===== src/hdl/bca_pkg.sv =====
// ----------------------------------------------------------------------------
// bca_pkg
// Shared constants, codes and control types of the block chain allocator.
// ----------------------------------------------------------------------------
package bca_pkg;

   localparam int NUM_BLOCKS = 1024;
   localparam int IDX_W      = 10;
   localparam int CNT_W      = 11;
   localparam int LINK_W     = IDX_W + 1;
   localparam int ADDR_W     = $clog2(NUM_BLOCKS);
   localparam int WORD_BITS  = 32;
   localparam int BIT_W      = $clog2(WORD_BITS);
   localparam int NUM_WORDS  = NUM_BLOCKS / WORD_BITS;
   localparam int WORD_W     = ADDR_W - BIT_W;

   localparam logic [CNT_W-1:0] POOL_LIMIT =
      CNT_W'((NUM_BLOCKS < 1024) ? NUM_BLOCKS : 1024);
   localparam logic [CNT_W-1:0] BLOCK_COUNT_RESET = CNT_W'(1024);
   localparam logic [LINK_W-1:0] LINK_END = {1'b1, {IDX_W{1'b0}}};

   typedef enum logic [1:0] {
      CMD_ALLOC,
      CMD_LINK,
      CMD_FREE_CHAIN,
      CMD_FIND_TAIL
   } bca_cmd_type;

   typedef enum logic [1:0] {
      STAT_OK,
      STAT_FULL,
      STAT_RANGE,
      STAT_LOOP
   } bca_status_type;

   typedef enum logic [2:0] {
      ST_INIT,
      ST_IDLE,
      ST_DECODE,
      ST_SCAN_RD,
      ST_SCAN_EV,
      ST_WALK_RD,
      ST_WALK_EV,
      ST_DONE
   } bca_state_type;

   typedef struct packed {
      logic ready;
      logic init_wr;
      logic decode;
      logic scan_rd;
      logic scan_ev;
      logic walk_rd;
      logic walk_ev;
      logic publish;
   } bca_ctl_type;

   typedef struct packed {
      logic        init_last;
      bca_cmd_type cmd;
      logic        start_bad;
      logic        scan_done;
      logic        walk_done;
      logic        out_free;
   } bca_sts_type;

endpackage


===== src/hdl/bca_ctrl.sv =====
// ----------------------------------------------------------------------------
// bca_ctrl
// Sequencer: clearing pass after reset, then command decode, bitmap scan,
// chain walk and response hand-off.
// ----------------------------------------------------------------------------
module bca_ctrl (
   input  logic                 clock,
   input  logic                 reset,
   input  logic                 req_valid,
   input  bca_pkg::bca_sts_type sts,
   output bca_pkg::bca_ctl_type ctl
);
   import bca_pkg::*;

   bca_state_type state_ff, state_in;

   always_ff @(posedge clock) begin
      if (reset) begin
         state_ff <= ST_INIT;
      end else begin
         state_ff <= state_in;
      end
   end

   always_comb begin
      state_in = state_ff;
      case (state_ff)
         ST_INIT: begin
            if (sts.init_last) state_in = ST_IDLE;
         end
         ST_IDLE: begin
            if (req_valid) state_in = ST_DECODE;
         end
         ST_DECODE: begin
            case (sts.cmd)
               CMD_ALLOC:      state_in = ST_SCAN_RD;
               CMD_LINK:       state_in = ST_DONE;
               CMD_FREE_CHAIN,
               CMD_FIND_TAIL:  state_in = sts.start_bad ? ST_DONE : ST_WALK_RD;
               default:        state_in = ST_DONE;
            endcase
         end
         ST_SCAN_RD: state_in = ST_SCAN_EV;
         ST_SCAN_EV: begin
            state_in = sts.scan_done ? ST_DONE : ST_SCAN_RD;
         end
         ST_WALK_RD: state_in = ST_WALK_EV;
         ST_WALK_EV: begin
            state_in = sts.walk_done ? ST_DONE : ST_WALK_RD;
         end
         ST_DONE: begin
            if (sts.out_free) state_in = ST_IDLE;
         end
         default: state_in = ST_INIT;
      endcase
   end

   always_comb begin
      ctl = '0;
      case (state_ff)
         ST_INIT:    ctl.init_wr = 1'b1;
         ST_IDLE:    ctl.ready   = 1'b1;
         ST_DECODE:  ctl.decode  = 1'b1;
         ST_SCAN_RD: ctl.scan_rd = 1'b1;
         ST_SCAN_EV: ctl.scan_ev = 1'b1;
         ST_WALK_RD: ctl.walk_rd = 1'b1;
         ST_WALK_EV: ctl.walk_ev = 1'b1;
         ST_DONE:    ctl.publish = sts.out_free;
         default:    ctl = '0;
      endcase
   end

   // a walk that ends must hand over its result next
   a_walk_end: assert property (@(posedge clock) disable iff (reset)
      (state_ff == ST_WALK_EV && sts.walk_done) |=> (state_ff == ST_DONE))
      else $error("walk end did not reach response state");

   // no command is taken before the clearing pass is over
   a_init_block: assert property (@(posedge clock) disable iff (reset)
      (state_ff == ST_INIT) |-> !ctl.ready)
      else $error("command accepted during clearing pass");

   a_one_action: assert property (@(posedge clock) disable iff (reset)
      $onehot0({ctl.init_wr, ctl.decode, ctl.scan_rd, ctl.scan_ev,
                ctl.walk_rd, ctl.walk_ev, ctl.publish}))
      else $error("more than one datapath action at once");

endmodule


===== config.mk =====
export PLATFORM = sky130hd
export DESIGN_NAME = bca_ctrl
export DESIGN_NICKNAME = d
export VERILOG_FILES = /design/src/hdl/bca_pkg.sv /design/src/hdl/bca_ctrl.sv
export SDC_FILE = /design/constraint.sdc
export NUM_CORES = 1
export LEC_CHECK = 0
export ABC_CLOCK_PERIOD_IN_PS = 1610
export BUFFER_PORTS_ARGS = -buffer_cell sky130_fd_sc_hd__buf_2
export CAP_MARGIN = 20
export CORE_AREA = 2 2 39 41
export CTS_CLUSTER_SIZE = 10
export DETAILED_ROUTE_END_ITERATION = 16
export DIE_AREA = 0 0 41 43
export MAX_ROUTING_LAYER = met4
export PLACE_DENSITY = 0.48
export RECOVER_POWER = 50
export SETUP_SLACK_MARGIN = 0.5
export SYNTH_ARGS = -nofsm -noshare
export SYNTH_HDL_FRONTEND = slang
export SYNTH_SLANG_ARGS = --single-unit

===== constraint.sdc =====
create_clock -name clock -period 1.61 [get_ports clock]
set_input_delay 0.2415 -clock clock [delete_from_list [all_inputs] [get_ports clock]]
set_output_delay 0.2415 -clock clock [all_outputs]
set_load 0.01 [all_outputs]

After elaboration in Yosys (flattened, before gate mapping)
Cells that the tools add are included.
{ "totals": {"register_bits": 3, "latchBits": 0, "mem_bits_rw": 0, "mem_bits_ro": 0, "out_inout_bits": 8, "word_cells": 34, "n_memories": 0} }
{ "op_classes": {"n_addsub": 0, "n_mul": 0, "div": 0, "magnitude_cmp": 0, "eq_ne": 13, "n_shift": 0, "n_mux": 16, "bitwise_logic": 0, "n_reduce_logical": 4} }
{ "op_table": {"columns": ["op", "count"], "rows": [
  ["one-hot mux 3 bit (8 select lines)", 1],
  ["equality test 3 bit, second input constant", 4],
  ["2-to-1 mux 3 bit", 4],
  ["one-hot mux 3 bit (3 select lines)", 1],
  ["2-to-1 mux 1 bit", 8],
  ["equality test 3 x 2 -> 1 bit, second input constant", 2],
  ["inequality test 2 bit, second input constant", 3],
  ["equality test 2 bit, second input constant", 2],
  ["2-to-1 mux 2 bit", 2],
  ["equality test 3 x 1 -> 1 bit, second input constant", 1],
  ["logical NOT 3 bit", 1],
  ["AND reduction 3 bit", 1],
  ["equality test 2 x 1 -> 1 bit, second input constant", 1],
  ["logical NOT 2 bit", 1],
  ["OR reduction 2 bit", 1]
]} }

Logic depth before layout (Yosys ltp)
Gate-level depths: netlist of run 1.
{ "logic_depth": {"word_depth": 4, "ltp_mapped": 4} }

Worst setup path after synthesis of run 1
OpenSTA, ideal clock, no wires.
{ "synth_timing": {"kind": "register to output", "startpoint": "register state_ff[2]", "endpoint": "output port ctl[3] in the netlist's numbering", "arrival_time_ps": 829, "slack_ps": 540, "path_stages_with_launch": 4, "path_cell_list": "dfxtp_1 > buf_6 > inv_1 > nor3_1"} }
{ "synth_lines": {"columns": ["item", "line_no", "source"], "rows": [
  ["start: declaration", "bca_ctrl.sv:15", "bca_state_type state_ff, state_in;"],
  ["start signal: assignment", "bca_ctrl.sv:21", "state_ff <= state_in;"],
  ["end: declaration", "bca_ctrl.sv:11", "output bca_pkg::bca_ctl_type ctl"]
]} }

==> impl_metrics.toml, run 1 <==
[finish]
post-route-util_pct = 37.9
nFillCells = 155
area_growth_pct = 103
layout-drive-gt1-share_pct = 77.8
top_regs = "state_ff (3)"
largest_reg_flops = 3
diodes = 0
final-instance-count-excl-fill = 79
nNetsFinal = 74
final_area_um2 = 524
top_register = "state_ff"

[worst_hold_path]
worstHoldStart = "reset"
hold_class = "in2reg"

[worst_setup_path]
worstPathMaxFanout = 7
cp-start-kind = "flip-flop"
crit_path_start = "state_ff[0]"
r2r-start = "state_ff[0]"
crit_arrival_ns = 1.01
crit_type = "reg2out"
crit_path_end_kind = "output pin"
required_ns = 1.37

[clock_tree]
root_buffer = "clkbuf_4"
cts_sinks = 3
holdBufCountCts = 0
cts.path.max_buffers = 2
htree_levels = 1
clkTransAtPathRegs_ns = 0.04
clk_latency_ns = 0.24
cts_tree = "yes"
cts_made_buffers = 3

[detailed_routing]
drtIter0Drc = 2
drc = 0
firstDrtPassIters = 4
detail-route-antenna-nets = 0
avgViaCountPerCell = 4.37
finalWirelength_um = 912
vias = 345
wl_per_cell_um = 11.5

[sta]
worstMarginPinSlew_ns = 0.268
drv_slew = 0
finalCritPeriodShare_pct = 77.4
setup-violations-final = 0
fmax_ghz = 0.802
min_period_ns = 1.25
clock_skew_ns = 0.00546
timing_hold_violations_final = 0
tns_ns = 0
fin_hold_ws_ns = 0.192
grt_setup_unrepaired = "yes"
fin_ws_ns = 0.363
slew_headroom_pct = 82.1

[pwr]
switching_power_mw = 0.0960
p_leak_nw = 0.237
power_density_nw_per_um2 = 612
peakVddDrop_mv = 0.280
totalPowerFinal_mw = 0.321
switching_share_pct = 29.9
clockPowerShare_pct = 43.5
seqPwrFrac_pct = 28.2
combPwrFrac_pct = 28.4
power.internal_mw = 0.225

[placement]
dp_hpwl_um = 497
gp_congestion = 0.762
pre_cts_ws_ns = 0.346
io_buffers = 17
place_area_um2 = 344
place_inst = 64

[run_status]
outcome = "finished clean"

[synthesis]
synth-simple-area-share_pct = 50.0
ys_seq_area_share_pct = 23.3
synth_area_per_cell_um2 = 7.81
yosysWarnings = 0
netlist_area_um2 = 258
netlist_instances = 33
synth_nets = 43
synth_top_family_by_area = "simple AND/OR/NAND/NOR gates"
yosysUniqueCellTypes = 19
synth_xor_area_share_pct = 0
ys_ff_latch = 3
muxShareOfSynthArea_pct = 0
synth_compound_area_share_pct = 16.5
synthAdderAreaFrac_pct = 0

[die]
die-width_um = 41
die_y_um = 43
initial_utilization_pct = 18.6
row_count = 14
die-area_um2 = 1760
io_pins = 18
core_region_area_um2 = 1380

[global_routing]
antenna_found_initial = 0
first_global_vias = 352
grt_usage_pct = 12.8
grt_pass1_wl_um = 1390
grt_overflow = 0
grt_max_degree = 8

[flow_run]
drv_cap = 0
-- path summary, 6_finish.rpt --
kind	endpoint	slack, ns	cells past startpoint
max	ctl[1]	0.36	3
min	state_ff[2]	0.19	2
max reg2reg	state_ff[0]	0.39	4
min reg2reg	state_ff[0]	0.63	2
-- repair_timing --
action	in CTS	in global routing
pin swaps	4	5
gates resized for setup	15	9
buffers inserted	9	2
setup endpoints to repair	11	11
hold endpoints to repair	0	0
-- metal layers --
metal | part of all wire, % | global-route usage [%] | wire length [um] | vias to the layer above
met5 | 0 | - | 0 | -
met4 | 5.2 | 14.0 | 47 | 0
met3 | 7.7 | 3.14 | 70 | 4
met2 | 52 | 18.1 | 472 | 17
met1 | 35 | 12.8 | 321 | 146
li1 | - | - | - | 178
-- logic make-up (layout without fill, tap and decap cells) --
kind of cell,after synthesis,after routing
AOI/OAI and AO/OA,5,5
and+or+nand+nor,21,21
DFF,3,3
buffers and inverters,4,34
-- placed cells by master (no fill, tap or decap) --
cell	synthesis	layout
nand2_1	2	1
nor2_2	0	4
nand2_4	0	1
nor2_4	0	1
nor4b_1	0	1
nor4b_2	2	1
dfxtp_4	0	3
nand2b_4	1	2
nor3_2	0	1
inv_2	1	1
clkbuf_1	0	3
nor3_4	0	1
nor3_1	3	1
or3_1	1	1
nand3b_1	1	1
o221ai_1	1	1
buf_6	1	2
nor2_1	8	3
buf_2	0	15
clkbuf_4	0	3
o21ai_2	1	1
a2111oi_2	1	1
buf_4	1	9
inv_4	0	1
nor2b_1	1	1
nor4_2	0	1
a21oi_2	0	1
a21oi_1	2	1
-- critical path: stages, from the launching register on --
cell and delay [ns]:
dfxtp_4 0.38, nand2b_4 0.16, nor2_2 0.07, clkbuf_1 0.15
-- cells in the mapped netlist (all sizes together) --
master | count | area share, %
a2111oi | 1 | 5.8
nor4 | 1 | 2.4
dfxtp | 3 | 23
nand2b | 2 | 7.8
a21oi | 2 | 3.9
buf | 2 | 7.3
nand3b | 1 | 2.9
nor3 | 3 | 5.8
or3 | 1 | 2.4
nor2b | 1 | 2.4
nor2 | 8 | 12
nand2 | 2 | 2.9
o221ai | 1 | 3.4
nor4b | 2 | 12
inv | 2 | 2.9
o21ai | 1 | 3.4
-- layout make-up --
cell class | count | area, um^2 | share of cell area [%]
clock buffer | 4 | 26.3 | 5.01
inverter | 2 | 10.0 | 1.91
multi-input combinational | 26 | 224 | 42.7
sequential | 3 | 71.3 | 13.6
tap | 16 | 20.0 | 3.82
timing repair buffer | 28 | 173 | 32.9
-- power by group through the flow --
stage / Combinational, mW / Clock, mW / Sequential (mW)
after CTS: 0.0773 / 0.146 / 0.0893
after detailed placement: 0.0524 / 0 / 0.0904
after floorplan: 0.0398 / 0 / 0.0824
final: 0.0909 / 0.139 / 0.0903
after global placement: 0.0532 / 0 / 0.0903
after global routing: 0.0994 / 0.150 / 0.0913
Power figures use the tool's default switching activity.
==> inputs of run 2 (changes only) <==
--- a/config.mk
+++ b/config.mk
@@ -5,7 +5,7 @@
 export SDC_FILE = /design/constraint.sdc
 export NUM_CORES = 1
 export LEC_CHECK = 0
-export ABC_CLOCK_PERIOD_IN_PS = 1610
+export ABC_CLOCK_PERIOD_IN_PS = 1100
 export BUFFER_PORTS_ARGS = -buffer_cell sky130_fd_sc_hd__buf_2
 export CAP_MARGIN = 20
 export CORE_AREA = 2 2 39 41
@@ -13,7 +13,7 @@
 export DETAILED_ROUTE_END_ITERATION = 16
 export DIE_AREA = 0 0 41 43
 export MAX_ROUTING_LAYER = met4
-export PLACE_DENSITY = 0.48
+export PLACE_DENSITY = 0.49
 export RECOVER_POWER = 50
 export SETUP_SLACK_MARGIN = 0.5
 export SYNTH_ARGS = -nofsm -noshare
==> constraint.sdc (replaced) <==
create_clock -name clock -period 1.1 [get_ports clock]
set_input_delay 0.165 -clock clock [delete_from_list [all_inputs] [get_ports clock]]
set_output_delay 0.165 -clock clock [all_outputs]
set_load 0.01 [all_outputs]
==> run 2 against run 1 <==
Compared with the run above: the flow now finishes with violations (negative setup slack); count of clock-buffer cells in the layout is the same; core utilization grew 1.4 points; clock power grew 37%; register-to-register slack lost 0.42 ns; wire length shrank 19%; first-iteration DRC count shrank 50%; power grew 46%; largest power group unchanged; sequential power grew 45%; highest routed layer is now met3; sequential cell count is the same.
==> impl_metrics.toml, run 2 (synthesis gave the netlist of run 1 again) <==
[placement]
io_buffers = 17
place_area_um2 = 410
gp_congestion = 0.595
place_inst = 69

[pwr]
switching_power_mw = 0.127
power_density_nw_per_um2 = 862
combPwrFrac_pct = 31.2
p_leak_nw = 0.244
power.internal_mw = 0.341
peakVddDrop_mv = 0.322
clockPowerShare_pct = 40.7
seqPwrFrac_pct = 28.1
totalPowerFinal_mw = 0.468
switching_share_pct = 27.1

[clock_tree]
cts.path.max_buffers = 2
clkTransAtPathRegs_ns = 0.04
clk_latency_ns = 0.23
root_buffer = "clkbuf_4"
cts_sinks = 3
htree_levels = 1
cts_made_buffers = 3
cts_tree = "yes"

[worst_setup_path]
reg2reg_depth = 4
required_ns = 0.94
crit_type = "reg2out"
regToRegSetupSlack_ns = -0.03
r2r_end = "state_ff[1]"
worstPathMaxFanout = 7
cp-start-kind = "flip-flop"
crit_arrival_ns = 1.01
crit_path_end_kind = "output pin"
r2r-start = "state_ff[2]"

[die]
die_y_um = 43
die-width_um = 41
initial_utilization_pct = 18.6
core_region_area_um2 = 1380
die-area_um2 = 1760
io_pins = 18
row_count = 14

[detailed_routing]
drtIter0Drc = 1
finalWirelength_um = 741
wl_per_cell_um = 9.38
firstDrtPassIters = 2
vias = 328
drc = 0
avgViaCountPerCell = 4.15
detail-route-antenna-nets = 0

[global_routing]
first_global_vias = 301
grt_overflow = 0
grt_usage_pct = 10.5
grt_max_degree = 10
antenna_found_initial = 0
grt_pass1_wl_um = 1170

[sta]
slew_headroom_pct = 83.5
timing_hold_violations_final = 0
finalCritPeriodShare_pct = 107
fmax_ghz = 0.853
grt_setup_unrepaired = "yes"
min_period_ns = 1.17
setup-violations-final = 9
drv_slew = 0
fin_ws_ns = -0.0730
clock_skew_ns = 0.00314
tns_ns = -0.395
worstMarginPinSlew_ns = 0.246

[run_status]
violations = "negative setup slack"
outcome = "finished with violations"

[worst_hold_path]
worstHoldStart = "reset"
min_to = "state_ff[2]"
hold_class = "in2reg"
whs_path_depth = 2

[finish]
top_regs = "state_ff (3)"
area_growth_pct = 111
layout-drive-gt1-share_pct = 79.4
final-instance-count-excl-fill = 79
mostFrequentLayoutCell = "buf_2"
diodes = 0
largest_reg_flops = 3
final_cell_mix = "buf_2, buf_4, nor2_2, buf_6"
top_register = "state_ff"
post-route-util_pct = 39.2
final_area_um2 = 543
nNetsFinal = 74

[flow_run]
drv_cap = 0
## run 2: how the worst max path moves through the flow
stage / to / start
floorplan: state_ff[0] / state_ff[1]
global placement: ctl[0] / state_ff[0]
detailed placement: ctl[0] / state_ff[0]
CTS: ctl[5] / state_ff[1]
global route: ctl[5] / state_ff[1]
finish: ctl[5] / state_ff[1]
## run 2: area by class of cell
cell class	count	area, um^2
fillers	158	841
clock buffers	4	26.3
inverters	2	7.51
well taps	16	20.0
flip-flops and latches	3	71.3
multi-input cells	26	216
repair buffers	28	201
## run 2: timing repair
| item | CTS | global route |
|---|---|---|
| resized for setup | 8 | 5 |
| pin swaps | 3 | 0 |
| endpoints found under the setup margin | 11 | 11 |
| hold buffers | 0 | 0 |
| buffers inserted | 6 | 0 |
## run 2: routing by layer
metal  share of wire (%)  track usage, %  routed length, um  vias up
met5                   0               -                  0        -
met4                   0            6.00                  0        0
met3                 7.0            3.14                 52        0
met2                  51            17.2                375       11
met1                  42            10.3                314      140
li1                    -               -                  -      177
## run 2: power by group through the flow
stage | Clock, mW | Combinational [mW] | Sequential, mW
5_1_grt | 0.212 | 0.161 | 0.134
3_3_place_gp | 0 | 0.103 | 0.133
2_1_floorplan | 0 | 0.0674 | 0.122
4_1_cts | 0.197 | 0.136 | 0.130
3_5_place_dp | 0 | 0.103 | 0.134
6_report | 0.191 | 0.146 | 0.131
## run 2: through the flow
stage	setup slack, ns	hold slack (ns)
3_5_place_dp	-0.0417	0.383
4_1_cts	-0.0927	0.133
2_1_floorplan	0.110	0.226
6_report	-0.0730	0.137
5_1_grt	-0.139	0.132
3_3_place_gp	-0.0256	0.383
## run 2: worst max-delay path: stages (launching register included)
cell	delay [ns]
dfxtp_4	0.41
buf_12	0.12
nand2b_4	0.06
nor2_2	0.07
buf_2	0.13
